[config.mk]
export PLATFORM = sky130hd
export DESIGN_NAME = soft_uart_idle_flush_echo_unit_flat
export DESIGN_NICKNAME = d
export VERILOG_FILES = /design/src/rtl/sufe_pkg.sv /design/src/rtl/sufe_if.sv /design/src/rtl/soft_uart_idle_flush_echo_unit.sv /design/src/flat_wrapper.sv
export SDC_FILE = /design/constraint.sdc
export NUM_CORES = 1
export LEC_CHECK = 0
export BUFFER_PORTS_ARGS = -buffer_cell sky130_fd_sc_hd__buf_2
export CAP_MARGIN = 20
export CELL_PAD_IN_SITES_DETAIL_PLACEMENT = 0
export CELL_PAD_IN_SITES_GLOBAL_PLACEMENT = 1
export CORE_ASPECT_RATIO = 1.4
export CORE_MARGIN = 1.5
export CORE_UTILIZATION = 55
export DETAILED_ROUTE_END_ITERATION = 16
export PLACE_DENSITY_LB_ADDON = 0.1
export SYNTH_ARGS = -nofsm -noshare
export SYNTH_HDL_FRONTEND = slang
export SYNTH_SLANG_ARGS = --single-unit
[constraint.sdc]
create_clock -name clk -period 11.9 [get_ports clk]
set_input_delay 2.38 -clock clk [delete_from_list [all_inputs] [get_ports clk]]
set_output_delay 2.38 -clock clk [all_outputs]
set_load 0.005 [all_outputs]
[src/rtl/sufe_pkg.sv]
package sufe_pkg;

	localparam int unsigned BP_W  = 16;
	localparam int unsigned TO_W  = 24;
	localparam int unsigned CFG_W = 24;
	localparam int unsigned IDX_W = 2;
	localparam int unsigned OUT_W = 8;

	localparam logic [IDX_W-1:0] CFG_BIT_PERIOD   = 2'd0;
	localparam logic [IDX_W-1:0] CFG_IDLE_TIMEOUT = 2'd1;

	localparam logic [BP_W-1:0] BIT_PERIOD_RESET   = 16'd182;
	localparam logic [TO_W-1:0] IDLE_TIMEOUT_RESET = 24'd65535;

	typedef enum logic [1:0] {
		RX_IDLE,
		RX_START,
		RX_DATA
	} rx_phase_t;

	typedef enum logic [2:0] {
		TX_IDLE,
		TX_START,
		TX_DATA,
		TX_STOP,
		TX_EXTRA
	} tx_phase_t;

endpackage

[src/rtl/sufe_if.sv]
interface sufe_in_if;
	logic valid;
	logic ready;
	logic rx_level;

	modport source (output valid, output rx_level, input ready);
	modport sink (input valid, input rx_level, output ready);
endinterface

interface sufe_out_if;
	logic       valid;
	logic       ready;
	logic       tx_level;
	logic       rx_valid;
	logic [7:0] rx_data;
	logic [7:0] stored_count;
	logic       flushing;
	logic       overflow;

	modport source (
		output valid, output tx_level, output rx_valid, output rx_data,
		output stored_count, output flushing, output overflow, input ready
	);
	modport sink (
		input valid, input tx_level, input rx_valid, input rx_data,
		input stored_count, input flushing, input overflow, output ready
	);
endinterface

[src/rtl/soft_uart_idle_flush_echo_unit.sv]
// Channel   Direction  Payload
// sample    in         rx_level: receive line level for one tick
// report    out        tx_level, rx_valid, rx_data, stored_count, flushing, overflow
// cfg       in         cfg_we, cfg_index, cfg_data: plain register write
//
// One request is taken per cycle unless stalled, its report ready at the next edge.
// Bytes sit in a BUF_DEPTH entry memory, read into a register before the data bits.
// Reset clears control state; byte memory and data registers start uninitialised.
// A stalled report holds the sample channel until it is taken.
module soft_uart_idle_flush_echo_unit
	import sufe_pkg::*;
#(
	parameter int unsigned DATA_BITS = 8,
	parameter int unsigned BUF_DEPTH = 128
) (
	input  logic                clk,
	input  logic                arst_n,
	input  logic                cfg_we,
	input  logic [IDX_W-1:0]    cfg_index,
	input  logic [CFG_W-1:0]    cfg_data,
	sufe_in_if.sink             sample,
	sufe_out_if.source          report
);

	localparam int unsigned AW  = (BUF_DEPTH > 1) ? $clog2(BUF_DEPTH) : 1;
	localparam int unsigned CW  = $clog2(BUF_DEPTH + 1);
	localparam int unsigned BIW = $clog2(DATA_BITS);
	localparam logic [BIW-1:0] LAST_BIT = BIW'(DATA_BITS - 1);
	localparam logic [CW-1:0]  DEPTH_C  = CW'(BUF_DEPTH);

	logic [BP_W-1:0] bit_period_q;
	logic [TO_W-1:0] idle_timeout_q;

	rx_phase_t          rx_phase_q, rx_phase_d;
	logic               rx_prev_q;
	logic [BP_W-1:0]    rx_tick_q, rx_tick_d;
	logic [BIW-1:0]     rx_bit_q, rx_bit_d;
	logic [DATA_BITS-1:0] rx_shift_q, rx_shift_d;
	logic [TO_W-1:0]    idle_count_q, idle_count_d;
	logic               idle_expired_q, idle_expired_d;
	logic [CW-1:0]      wc_q, wc_w, wc_d;
	logic [CW-1:0]      ri_q, ri_1, ri_d;
	tx_phase_t          tx_phase_q, tx_phase_1, tx_phase_d;
	logic [BP_W-1:0]    tx_tick_q, tx_tick_1, tx_tick_d;
	logic [BIW-1:0]     tx_bit_q, tx_bit_1, tx_bit_d;
	logic               overflow_q, overflow_d;

	logic [DATA_BITS-1:0] mem [BUF_DEPTH];
	logic [DATA_BITS-1:0] rd_data_q, fwd_data_q, tx_shift;
	logic                 fwd_hit_q;

	logic               accept;
	logic               level;
	logic [BP_W-1:0]    period, half, rx_tick_inc, tx_tick_inc;
	logic [TO_W-1:0]    timeout;
	logic               edge_seen, rx_done;
	logic [DATA_BITS-1:0] done_byte;
	logic               wr_en, rd_en, load;
	logic [AW-1:0]      wr_addr, rd_addr;
	logic               tx_level_c, flushing_c;
	logic [CW-1:0]      remain;

	logic               out_valid_q;
	logic               tx_level_q, rx_valid_q, flushing_q, overflow_out_q;
	logic [OUT_W-1:0]   rx_data_q, stored_count_q;

	assign sample.ready = !out_valid_q || report.ready;
	assign accept       = sample.valid && sample.ready;
	assign level        = sample.rx_level;

	assign period  = (bit_period_q == '0) ? BP_W'(1) : bit_period_q;
	assign half    = bit_period_q >> 1;
	assign timeout = (idle_timeout_q == '0) ? TO_W'(1) : idle_timeout_q;

	always_ff @(posedge clk or negedge arst_n) begin
		if (!arst_n) begin
			bit_period_q   <= BIT_PERIOD_RESET;
			idle_timeout_q <= IDLE_TIMEOUT_RESET;
		end else if (cfg_we) begin
			unique case (cfg_index)
				CFG_BIT_PERIOD:   bit_period_q   <= cfg_data[BP_W-1:0];
				CFG_IDLE_TIMEOUT: idle_timeout_q <= cfg_data[TO_W-1:0];
				default: ;
			endcase
		end
	end

	always_comb begin
		rx_phase_d  = rx_phase_q;
		rx_tick_d   = rx_tick_q;
		rx_bit_d    = rx_bit_q;
		rx_shift_d  = rx_shift_q;
		edge_seen   = 1'b0;
		rx_done     = 1'b0;
		done_byte   = rx_shift_q;
		rx_tick_inc = rx_tick_q + BP_W'(1);
		unique case (rx_phase_q)
			RX_IDLE: begin
				if (rx_prev_q && !level) begin
					edge_seen  = 1'b1;
					rx_tick_d  = '0;
					rx_bit_d   = '0;
					rx_shift_d = '0;
					rx_phase_d = (half == '0) ? RX_DATA : RX_START;
				end
			end
			RX_START: begin
				if (rx_tick_inc >= half) begin
					rx_tick_d  = '0;
					rx_phase_d = RX_DATA;
				end else begin
					rx_tick_d = rx_tick_inc;
				end
			end
			RX_DATA: begin
				if (rx_tick_inc >= period) begin
					rx_tick_d            = '0;
					done_byte[rx_bit_q]  = level;
					if (rx_bit_q == LAST_BIT) begin
						rx_done    = 1'b1;
						rx_phase_d = RX_IDLE;
						rx_bit_d   = '0;
						rx_shift_d = '0;
					end else begin
						rx_bit_d   = rx_bit_q + BIW'(1);
						rx_shift_d = done_byte;
					end
				end else begin
					rx_tick_d = rx_tick_inc;
				end
			end
			default: rx_phase_d = RX_IDLE;
		endcase
	end

	assign wr_en      = accept && rx_done && (wc_q < DEPTH_C);
	assign wr_addr    = wc_q[AW-1:0];
	assign wc_w       = (rx_done && (wc_q < DEPTH_C)) ? wc_q + CW'(1) : wc_q;
	assign overflow_d = overflow_q || (rx_done && (wc_q == DEPTH_C));

	assign load    = (tx_phase_q == TX_IDLE) && (ri_q < wc_w) && ((ri_q != '0) || idle_expired_q);
	assign rd_en   = accept && load;
	assign rd_addr = ri_q[AW-1:0];

	always_ff @(posedge clk) begin
		if (wr_en) begin
			mem[wr_addr] <= done_byte;
		end
	end

	always_ff @(posedge clk) begin
		if (rd_en) begin
			rd_data_q  <= mem[rd_addr];
			fwd_hit_q  <= wr_en && (wr_addr == rd_addr);
			fwd_data_q <= done_byte;
		end
	end

	assign tx_shift = fwd_hit_q ? fwd_data_q : rd_data_q;

	always_comb begin
		tx_phase_1  = load ? TX_START : tx_phase_q;
		tx_tick_1   = load ? '0 : tx_tick_q;
		tx_bit_1    = load ? '0 : tx_bit_q;
		ri_1        = load ? ri_q + CW'(1) : ri_q;
		tx_phase_d  = tx_phase_1;
		tx_tick_d   = tx_tick_1;
		tx_bit_d    = tx_bit_1;
		tx_tick_inc = tx_tick_1 + BP_W'(1);
		if (tx_phase_1 != TX_IDLE) begin
			if (tx_tick_inc >= period) begin
				tx_tick_d = '0;
				unique case (tx_phase_1)
					TX_START: begin
						tx_phase_d = TX_DATA;
						tx_bit_d   = '0;
					end
					TX_DATA: begin
						if (tx_bit_1 == LAST_BIT) begin
							tx_phase_d = TX_STOP;
						end else begin
							tx_bit_d = tx_bit_1 + BIW'(1);
						end
					end
					TX_STOP: tx_phase_d = TX_EXTRA;
					default: tx_phase_d = TX_IDLE;
				endcase
			end else begin
				tx_tick_d = tx_tick_inc;
			end
		end
		ri_d = ri_1;
		wc_d = wc_w;
		if ((tx_phase_d == TX_IDLE) && (ri_1 != '0) && (ri_1 >= wc_w)) begin
			ri_d = '0;
			wc_d = '0;
		end
	end

	always_comb begin
		unique case (tx_phase_1)
			TX_START: tx_level_c = 1'b0;
			TX_DATA:  tx_level_c = tx_shift[tx_bit_1];
			default:  tx_level_c = 1'b1;
		endcase
		flushing_c = (tx_phase_d != TX_IDLE) || ((ri_1 != '0) && (ri_1 < wc_w));
		remain     = wc_d - ri_d;
	end

	always_comb begin
		idle_count_d   = idle_count_q;
		idle_expired_d = idle_expired_q;
		if (edge_seen) begin
			idle_count_d   = '0;
			idle_expired_d = 1'b0;
		end else if (!idle_expired_q) begin
			idle_count_d = idle_count_q + TO_W'(1);
			if (idle_count_d >= timeout) begin
				idle_expired_d = 1'b1;
			end
		end
	end

	always_ff @(posedge clk or negedge arst_n) begin
		if (!arst_n) begin
			rx_phase_q     <= RX_IDLE;
			rx_prev_q      <= 1'b1;
			rx_tick_q      <= '0;
			rx_bit_q       <= '0;
			rx_shift_q     <= '0;
			idle_count_q   <= '0;
			idle_expired_q <= 1'b1;
			wc_q           <= '0;
			ri_q           <= '0;
			tx_phase_q     <= TX_IDLE;
			tx_tick_q      <= '0;
			tx_bit_q       <= '0;
			overflow_q     <= 1'b0;
		end else if (accept) begin
			rx_phase_q     <= rx_phase_d;
			rx_prev_q      <= level;
			rx_tick_q      <= rx_tick_d;
			rx_bit_q       <= rx_bit_d;
			rx_shift_q     <= rx_shift_d;
			idle_count_q   <= idle_count_d;
			idle_expired_q <= idle_expired_d;
			wc_q           <= wc_d;
			ri_q           <= ri_d;
			tx_phase_q     <= tx_phase_d;
			tx_tick_q      <= tx_tick_d;
			tx_bit_q       <= tx_bit_d;
			overflow_q     <= overflow_d;
		end
	end

	always_ff @(posedge clk or negedge arst_n) begin
		if (!arst_n) begin
			out_valid_q <= 1'b0;
		end else if (accept) begin
			out_valid_q <= 1'b1;
		end else if (report.ready) begin
			out_valid_q <= 1'b0;
		end
	end

	always_ff @(posedge clk) begin
		if (accept) begin
			tx_level_q     <= tx_level_c;
			rx_valid_q     <= rx_done;
			rx_data_q      <= rx_done ? OUT_W'(done_byte) : '0;
			stored_count_q <= OUT_W'(remain);
			flushing_q     <= flushing_c;
			overflow_out_q <= overflow_d;
		end
	end

	assign report.valid        = out_valid_q;
	assign report.tx_level     = tx_level_q;
	assign report.rx_valid     = rx_valid_q;
	assign report.rx_data      = rx_data_q;
	assign report.stored_count = stored_count_q;
	assign report.flushing     = flushing_q;
	assign report.overflow     = overflow_out_q;

`ifndef SYNTHESIS
	a_fill_bound: assert property (@(posedge clk) disable iff (!arst_n)
		wc_q <= DEPTH_C)
		else $error("Byte count exceeds buffer depth.");

	a_read_bound: assert property (@(posedge clk) disable iff (!arst_n)
		ri_q <= wc_q)
		else $error("Read index has passed the write count.");

	a_frame_has_byte: assert property (@(posedge clk) disable iff (!arst_n)
		(tx_phase_q != TX_IDLE) |-> (ri_q != '0))
		else $error("A frame is being sent with no byte taken from the buffer.");

	a_overflow_sticky: assert property (@(posedge clk) disable iff (!arst_n)
		overflow_q |=> overflow_q)
		else $error("Overflow flag cleared without reset.");
`endif

endmodule
[src/flat_wrapper.sv]
// flat-port wrapper written by rule: the top's interface ports become plain ports
module soft_uart_idle_flush_echo_unit_flat import sufe_pkg::*;
#(
	parameter int unsigned DATA_BITS = 8,
	parameter int unsigned BUF_DEPTH = 128
)
  (clk, arst_n, cfg_we, cfg_index, cfg_data, sample_valid, sample_rx_level, sample_ready, report_valid, report_tx_level, report_rx_valid, report_rx_data, report_stored_count, report_flushing, report_overflow, report_ready);
  sufe_in_if sample_i ();
  sufe_out_if report_i ();
  input  logic clk;
  input  logic arst_n;
  input  logic cfg_we;
  input  logic [IDX_W-1:0] cfg_index;
  input  logic [CFG_W-1:0] cfg_data;
  input wire logic [$bits(sample_i.valid)-1:0] sample_valid;
  input wire logic [$bits(sample_i.rx_level)-1:0] sample_rx_level;
  output wire logic [$bits(sample_i.ready)-1:0] sample_ready;
  output wire logic [$bits(report_i.valid)-1:0] report_valid;
  output wire logic [$bits(report_i.tx_level)-1:0] report_tx_level;
  output wire logic [$bits(report_i.rx_valid)-1:0] report_rx_valid;
  output wire logic [$bits(report_i.rx_data)-1:0] report_rx_data;
  output wire logic [$bits(report_i.stored_count)-1:0] report_stored_count;
  output wire logic [$bits(report_i.flushing)-1:0] report_flushing;
  output wire logic [$bits(report_i.overflow)-1:0] report_overflow;
  input wire logic [$bits(report_i.ready)-1:0] report_ready;
  assign sample_i.valid = sample_valid;
  assign sample_i.rx_level = sample_rx_level;
  assign sample_ready = sample_i.ready;
  assign report_valid = report_i.valid;
  assign report_tx_level = report_i.tx_level;
  assign report_rx_valid = report_i.rx_valid;
  assign report_rx_data = report_i.rx_data;
  assign report_stored_count = report_i.stored_count;
  assign report_flushing = report_i.flushing;
  assign report_overflow = report_i.overflow;
  assign report_i.ready = report_ready;
  soft_uart_idle_flush_echo_unit #(.DATA_BITS(DATA_BITS), .BUF_DEPTH(BUF_DEPTH)) u_core (.clk(clk), .arst_n(arst_n), .cfg_we(cfg_we), .cfg_index(cfg_index), .cfg_data(cfg_data), .sample(sample_i), .report(report_i));
endmodule
== After elaboration in Yosys (flattened, before gate mapping) ==
Memory sizes are Yosys's and may differ from the RTL's. A register that Yosys moved wholly into a read port is not among the register bits.
Cells that the tools add are included.
Operators by class
  add/sub/neg operators: 8
  magnitude comparators: 11
  equality and inequality tests: 15
  mux-type cells: 60
  reductions and logical operators: 40
Operators by type and width (count)
  16-bit 2-to-1 mux: 7
  8-bit 2-to-1 mux: 10
  24-bit 2-to-1 mux: 3
  16-bit case mux with 3 select lines: 1
  3-bit 2-to-1 mux: 11
  16-bit by 1-bit adder with 16-bit output (second input constant): 2
  16-bit greater-or-equal comparator: 2
  16-bit zero test: 2
  24-bit by 1-bit adder with 24-bit output (second input constant): 1
  24-bit greater-or-equal comparator: 1
  24-bit zero test: 1
  8-bit by 1-bit adder with 8-bit output (second input constant): 2
  16-bit by 15-bit greater-or-equal comparator with 1-bit output: 1
  8-bit less-than comparator: 2
  8-bit case mux with 2 select lines: 1
  8-bit nonzero test: 2
  1-bit logical AND: 14
  1-bit 2-to-1 mux: 14
  3-bit case mux with 2 select lines: 2
  2-bit 2-to-1 mux: 5
  3-bit case mux with 3 select lines: 1
  3-bit nonzero test: 3
  8-bit bitwise mux: 1
  8-bit equality test (second input constant): 1
  27 further kinds: 44
Word-level totals
  flip-flop bits (word level): 164
  RAM bits: 1024
  output and inout bits: 22
  word-level logic and storage cells: 159
  memories kept: 1
Memories
  u_core.mem: words 128, width 8, rd ports 1, clocked after Yosys merged registers in 1, write ports 1, RTL line soft_uart_idle_flush_echo_unit.sv:48  | logic [DATA_BITS-1:0] mem [BUF_DEPTH];

== Logic depth before layout (Yosys ltp) ==
  word-level depth: 21
  mapped depth: 55
  gate-level depth less buffers: 50

== Worst setup path before layout ==
OpenSTA, ideal clock, no wires.
  path kind: flip-flop to flip-flop
  from: register u_core.rx_tick_q[0]
  to: register u_core.stored_count_q[7] (netlist: u_core.report.stored_count[7]), data pin
  arrival time: 10.216 ns
  data required time: 11.640 ns
  path slack: 1.424 ns
  cell stages (with the launch flop): 54
  buffers on the path: 5
  clock period less this slack: 10.476 ns
  cells stage by stage: dfrtp_1 nand3_1 nor2_1 inv_1 nor3_1 and3_1 clkbuf_1 nand3_1 xor2_1 inv_1 ha_1 nand4_1 nor3_1 nand3b_1 a31oi_2 clkbuf_1 nand4_1 nor2_1 [18 not listed] or3_1 o21ai_0 a22oi_1 a2111oi_0 a211oi_2 nor2_2 buf_2 nor2_1 ha_1 nor2b_1 o21ai_0 nand2b_1 a21o_1 a21o_1 and2_1 a21oi_1 o211a_1 nor3_1
On the way
  word-level cells in the longest chain between the ends: 20
  elaborated cells on any way between the ends: 32
RTL lines
  start, declared: RTL line soft_uart_idle_flush_echo_unit.sv:36  | logic [BP_W-1:0] rx_tick_q, rx_tick_d;
  start signal, assigned: RTL line soft_uart_idle_flush_echo_unit.sv:242  | rx_tick_q <= rx_tick_d;
  16-bit by 1-bit adder with 16-bit output (*): RTL line soft_uart_idle_flush_echo_unit.sv:96  | rx_tick_inc = rx_tick_q + BP_W'(1);
  16-bit greater-or-equal comparator (*): RTL line soft_uart_idle_flush_echo_unit.sv:116  | if (rx_tick_inc >= period) begin
  1-bit 2-to-1 mux (*): RTL line soft_uart_idle_flush_echo_unit.sv:116
  1-bit 2-to-1 mux (*): RTL line soft_uart_idle_flush_echo_unit.sv:97  | unique case (rx_phase_q)
  1-bit logical AND (*): RTL line soft_uart_idle_flush_echo_unit.sv:138  | assign wc_w = (rx_done && (wc_q < DEPTH_C)) ? wc_q + CW'(1) : wc_q;
  8-bit 2-to-1 mux (*): RTL line soft_uart_idle_flush_echo_unit.sv:138
  parallel branches: the longest is 12 deep, another holds 16-bit by 1-bit adder with 16-bit output
  8-bit 2-to-1 mux (*): RTL line soft_uart_idle_flush_echo_unit.sv:194  | if ((tx_phase_d == TX_IDLE) && (ri_1 != '0) && (ri_1 >= wc_w)) begin
  named net u_core.wc_d[1]: RTL line soft_uart_idle_flush_echo_unit.sv:41  | logic [CW-1:0] wc_q, wc_w, wc_d;
  8-bit subtractor (*): RTL line soft_uart_idle_flush_echo_unit.sv:207  | remain = wc_d - ri_d;
  named net u_core.remain[7]: RTL line soft_uart_idle_flush_echo_unit.sv:61  | logic [CW-1:0] remain;
  end signal, assigned: RTL line soft_uart_idle_flush_echo_unit.sv:271  | stored_count_q <= OUT_W'(remain);
  end, declared: RTL line soft_uart_idle_flush_echo_unit.sv:65  | logic [OUT_W-1:0] rx_data_q, stored_count_q;
Mark *: on every way through the listed nets, which the timed path passes.
A chain may end at the register's enable or synchronous reset.

== Worst setup path after layout ==
Same ends and word-level chain as after synthesis.

==> results.sh <==
export IMPL_status="finished, final reports clean"
export IMPL_drt_iter0_drc=2134
export IMPL_area_growth_pct=10.79
export IMPL_hp_class="reg -> reg"
export IMPL_finClkSkew_ps=36.83
export IMPL_synth_net_count=2989
export IMPL_ys_types=76
export IMPL_grt_usage_pct=26.21
export IMPL_r2r_end="u_core.report.stored_count[7]$_DFFE_PP_"
export IMPL_dpl_hpwl_mm=76.33
export IMPL_numPortBuffers=53
export IMPL_core_um2=91300
export IMPL_grt_antenna_before_repair=1
export IMPL_min_path_cells=2
export IMPL_clkLatencyLatePin_ps=730
export IMPL_drv_slew=0
export IMPL_cp_num_buf_inv=3
export IMPL_yosys_area_top_type_share_pct=62.80
export IMPL_io_pins=54
export IMPL_drt_pass1_iter_count=6
export IMPL_synth_async_sr_flop_share_pct=11.29
export IMPL_cts_tree="built"
export IMPL_critPathMaxFanout=24
export IMPL_worst_pin_slew_ps=1109
export IMPL_syn_inst=2853
export IMPL_grt_max_degree=142
export IMPL_peakVddDrop_mv=0.1225
export IMPL_synth_enable_flop_cells=1061
export IMPL_utilization_pct=61.56
export IMPL_power_density_nw_per_um2=165.7
export IMPL_r2r_cells=49
export IMPL_slowest_stage="o41a_4"
export IMPL_grt_first_pass_wirelength_mm=178.9
export IMPL_end_kind="flip-flop"
export IMPL_htree_levels=3
export IMPL_cts_root_buf="clkbuf_16"
export IMPL_yosys_area_top_type="edfxtp_1"
export IMPL_start_util_pct=55.57
export IMPL_cts_setup_buffers=0
export IMPL_finalSetupTns_ps=0
export IMPL_die_area_um2=94090
export IMPL_post_drt_wl_per_cell_um=28.52
export IMPL_ant_nets=0
export IMPL_setup_viol=0
export IMPL_min_to="u_core.rx_prev_q$_DFFE_PN1P_"
export IMPL_cap_violations=0
export IMPL_die_height_um=362.3
export IMPL_clkSlewWorstSetupHoldPaths_ps=60
export IMPL_nets=3060
export IMPL_slew_headroom_pct=26.05
export IMPL_hold_start="u_core.rx_prev_q$_DFFE_PN1P_"
export IMPL_drt_wl_total_mm=120.4
export IMPL_required_ps=12340
export IMPL_cpPeakStageDelay_ps=620
export IMPL_timing_hold_ws_ps=474.7
export IMPL_die_w_um=259.7
export IMPL_start_kind="flip-flop"
export IMPL_rows=131
export IMPL_grt_ovfl_total=0
export IMPL_crit_type="reg -> reg"
export IMPL_p_leak_nw=18.85
export IMPL_fin_crit_ps=10910
export IMPL_fin_area_um2=56200
export IMPL_ys_seq_elements=1196
export IMPL_place_area_um2=52450
export IMPL_postCtsHoldBufs=0
export IMPL_final_cells=4220
export IMPL_layout_drive_gt1_share_pct=23.16
export IMPL_clk_path_buf_depth=3
export IMPL_fmax_mhz=91.64
export IMPL_post_route_period_util_pct=91.70
export IMPL_seq_area_frac_synth_pct=69.52
export IMPL_critPathArrivalTime_ps=11350
export IMPL_place_congestion=0.8821
export IMPL_rr_startpoint="u_core.rx_tick_q[0]$_DFFE_PN0P_"
export IMPL_grt_pass1_vias=27280
export IMPL_synth_warnings=0
export IMPL_cts_buffers=110
export IMPL_cts_sinks=1196
export IMPL_synth_ff_type="edfxtp_1"
export IMPL_cp_top_family="simple AND/OR/NAND/NOR gates"
export IMPL_r2r_slack_ps=990
export IMPL_synth_area_leaders="edfxtp_1 63%, mux4_2 14%, dfrtp_1 5.5%"
export IMPL_postSynthAreaPerCell_um2=17.78
export IMPL_syn_area_um2=50730
export IMPL_drc=0
export IMPL_viasPerCell=6.232
export IMPL_finalHoldViolations=0
export IMPL_placedCellCount=4004
export IMPL_vias=26300
==> registers in the layout, summed over array words and instances, names as in the netlist, 2 cells and up <==
signal / flops
u_core.wc_q: 8
u_core.rx_shift_q: 8
u_core.rx_tick_q: 16
u_core.mem: 1024
u_core.rx_phase_q: 2
u_core.tx_tick_q: 16
u_core.report.stored_count: 8
u_core.idle_count_q: 24
u_core.rx_bit_q: 3
u_core.fwd_data_q: 8
u_core.report.rx_data: 8
u_core.tx_bit_q: 3
u_core.tx_phase_q: 3
u_core.bit_period_q: 16
u_core.rd_data_q: 8
u_core.idle_timeout_q: 24
u_core.ri_q: 8
==> layer usage <==
| layer | track usage [%] | vias up | wire [um] |
|---|---|---|---|
| met5 | 0 | - | 0 |
| met4 | 11.10 | 0 | 4715 |
| met3 | 3.148 | 189 | 5422 |
| met2 | 46.76 | 796 | 64890 |
| met1 | 32.24 | 13820 | 45350 |
| li1 | - | 11500 | - |
==> area by class of cell <==
type / instances / area (um^2)
clock inverter: 74 / 768.2
timing repair buffer: 105 / 743.2
tap: 1197 / 1498
multi-input combinational: 1423 / 14720
sequential: 1196 / 35280
antenna: 1 / 2.502
inverter: 88 / 332.8
fill: 6496 / 35090
clock buffer: 136 / 2860
==> Yosys cell counts (all sizes together), types with 10 or more instances <==
| cell | count |
|---|---|
| edfxtp | 1061 |
| mux4 | 326 |
| nor2 | 219 |
| nand2 | 172 |
| dfrtp | 112 |
| ha | 103 |
| clkbuf | 94 |
| inv | 86 |
| o21ai | 60 |
| buf | 52 |
| xnor2 | 44 |
| nand3 | 42 |
| a21oi | 41 |
| mux2 | 37 |
| xor2 | 31 |
| a21o | 29 |
| and2 | 24 |
| a32o | 23 |
| dfstp | 23 |
| nand4 | 23 |
| nor3 | 22 |
| and3 | 21 |
| a31oi | 18 |
| nor4 | 17 |
| o211ai | 17 |
| o31ai | 17 |
| mux2i | 14 |
| nand2b | 14 |
| nor2b | 14 |
| a211oi | 10 |
==> layout by cell type, fill, tap and decap left out, types with 14 or more instances in the layout <==
cell       Yosys  routed
edfxtp_1    1061    1061
mux4_2       326     326
nor2_1       218     218
nand2_1      172     166
clkbuf_16      0     110
dfrtp_1      112     108
ha_1         103     103
inv_1         86      85
buf_2          9      52
o21ai_0       48      47
buf_4          1      46
xnor2_1       44      44
nand3_1       42      40
mux2_2        37      37
a21oi_1       41      33
xor2_1        30      30
a21o_1        29      29
clkbuf_1      94      25
and2_1        24      24
nand4_1       23      23
clkinv_1       2      23
a32o_1        23      23
dfstp_2       23      23
nor3_1        22      21
and3_1        21      21
a31oi_1       17      17
o211ai_1      17      17
o31ai_1       16      16
clkinv_2       0      16
nand2b_1      14      14
nor2b_1       14      14
mux2i_1       14      14
==> logic make-up after synthesis <==
group / count (synthesis) / share of synthesized area (%)
flip-flops: 1196 / 69.52
adder cells (fa/ha/maj): 109 / 2.681
AND/OR/NAND/NOR: 588 / 5.271
buffers and inverters: 234 / 1.761
XOR/XNOR: 76 / 1.354
multiplexers: 377 / 15.57
AO/OA/AOI/OAI: 273 / 3.843
==> worst max path at each step <==
stage | startpoint | end | slack [ps] | cells past startpoint
after global routing | u_core.rx_tick_q[0]$_DFFE_PN0P_ | u_core.report.stored_count[7]$_DFFE_PP_ | -3 | 49
after CTS | u_core.rx_tick_q[0]$_DFFE_PN0P_ | u_core.report.stored_count[7]$_DFFE_PP_ | 530 | 49
after global placement | u_core.rx_tick_q[0]$_DFFE_PN0P_ | u_core.report.stored_count[7]$_DFFE_PP_ | 760 | 49
after floorplan | u_core.rx_tick_q[0]$_DFFE_PN0P_ | u_core.report.stored_count[7]$_DFFE_PP_ | 1420 | 53
final | u_core.rx_tick_q[0]$_DFFE_PN0P_ | u_core.report.stored_count[7]$_DFFE_PP_ | 990 | 49
after detailed placement | u_core.rx_tick_q[0]$_DFFE_PN0P_ | u_core.report.stored_count[7]$_DFFE_PP_ | 590 | 49
==> timing repair <==
| action | CTS | global route |
|---|---|---|
| resized for setup | 0 | 6 |
| setup endpoints to repair | 0 | 4 |
| hold endpoints to repair | 0 | 0 |
==> power breakdown <==
part	switching, mW	leakage [nW]	total, mW	internal (mW)
clock network	1.55	1.74	3.55	2.00
registers	0.0928	11.1	4.80	4.71
logic	0.603	5.98	0.958	0.354
total	2.25	18.9	9.31	7.06
==> through the flow <==
stage / power (mW) / setup slack (ps)
after floorplan: 5.493 / 1424
after global placement: 5.827 / 755.1
after detailed placement: 5.850 / 587.2
after CTS: 9.380 / 532.3
after global routing: 9.627 / -2.712
final: 9.314 / 987.9
==> worst reg2reg max path, delay by kind of cell (launching register included) <==
kind                       cells  cell delay (ps)
and+or+nand+nor               24             3960
buffers and inverters          3              420
DFF                            1              490
xor gates and xnor gates       3              840
adders and majority gates      5             1520
AOI/OAI and AO/OA             14             3380
(Power assumes the default switching activity.)
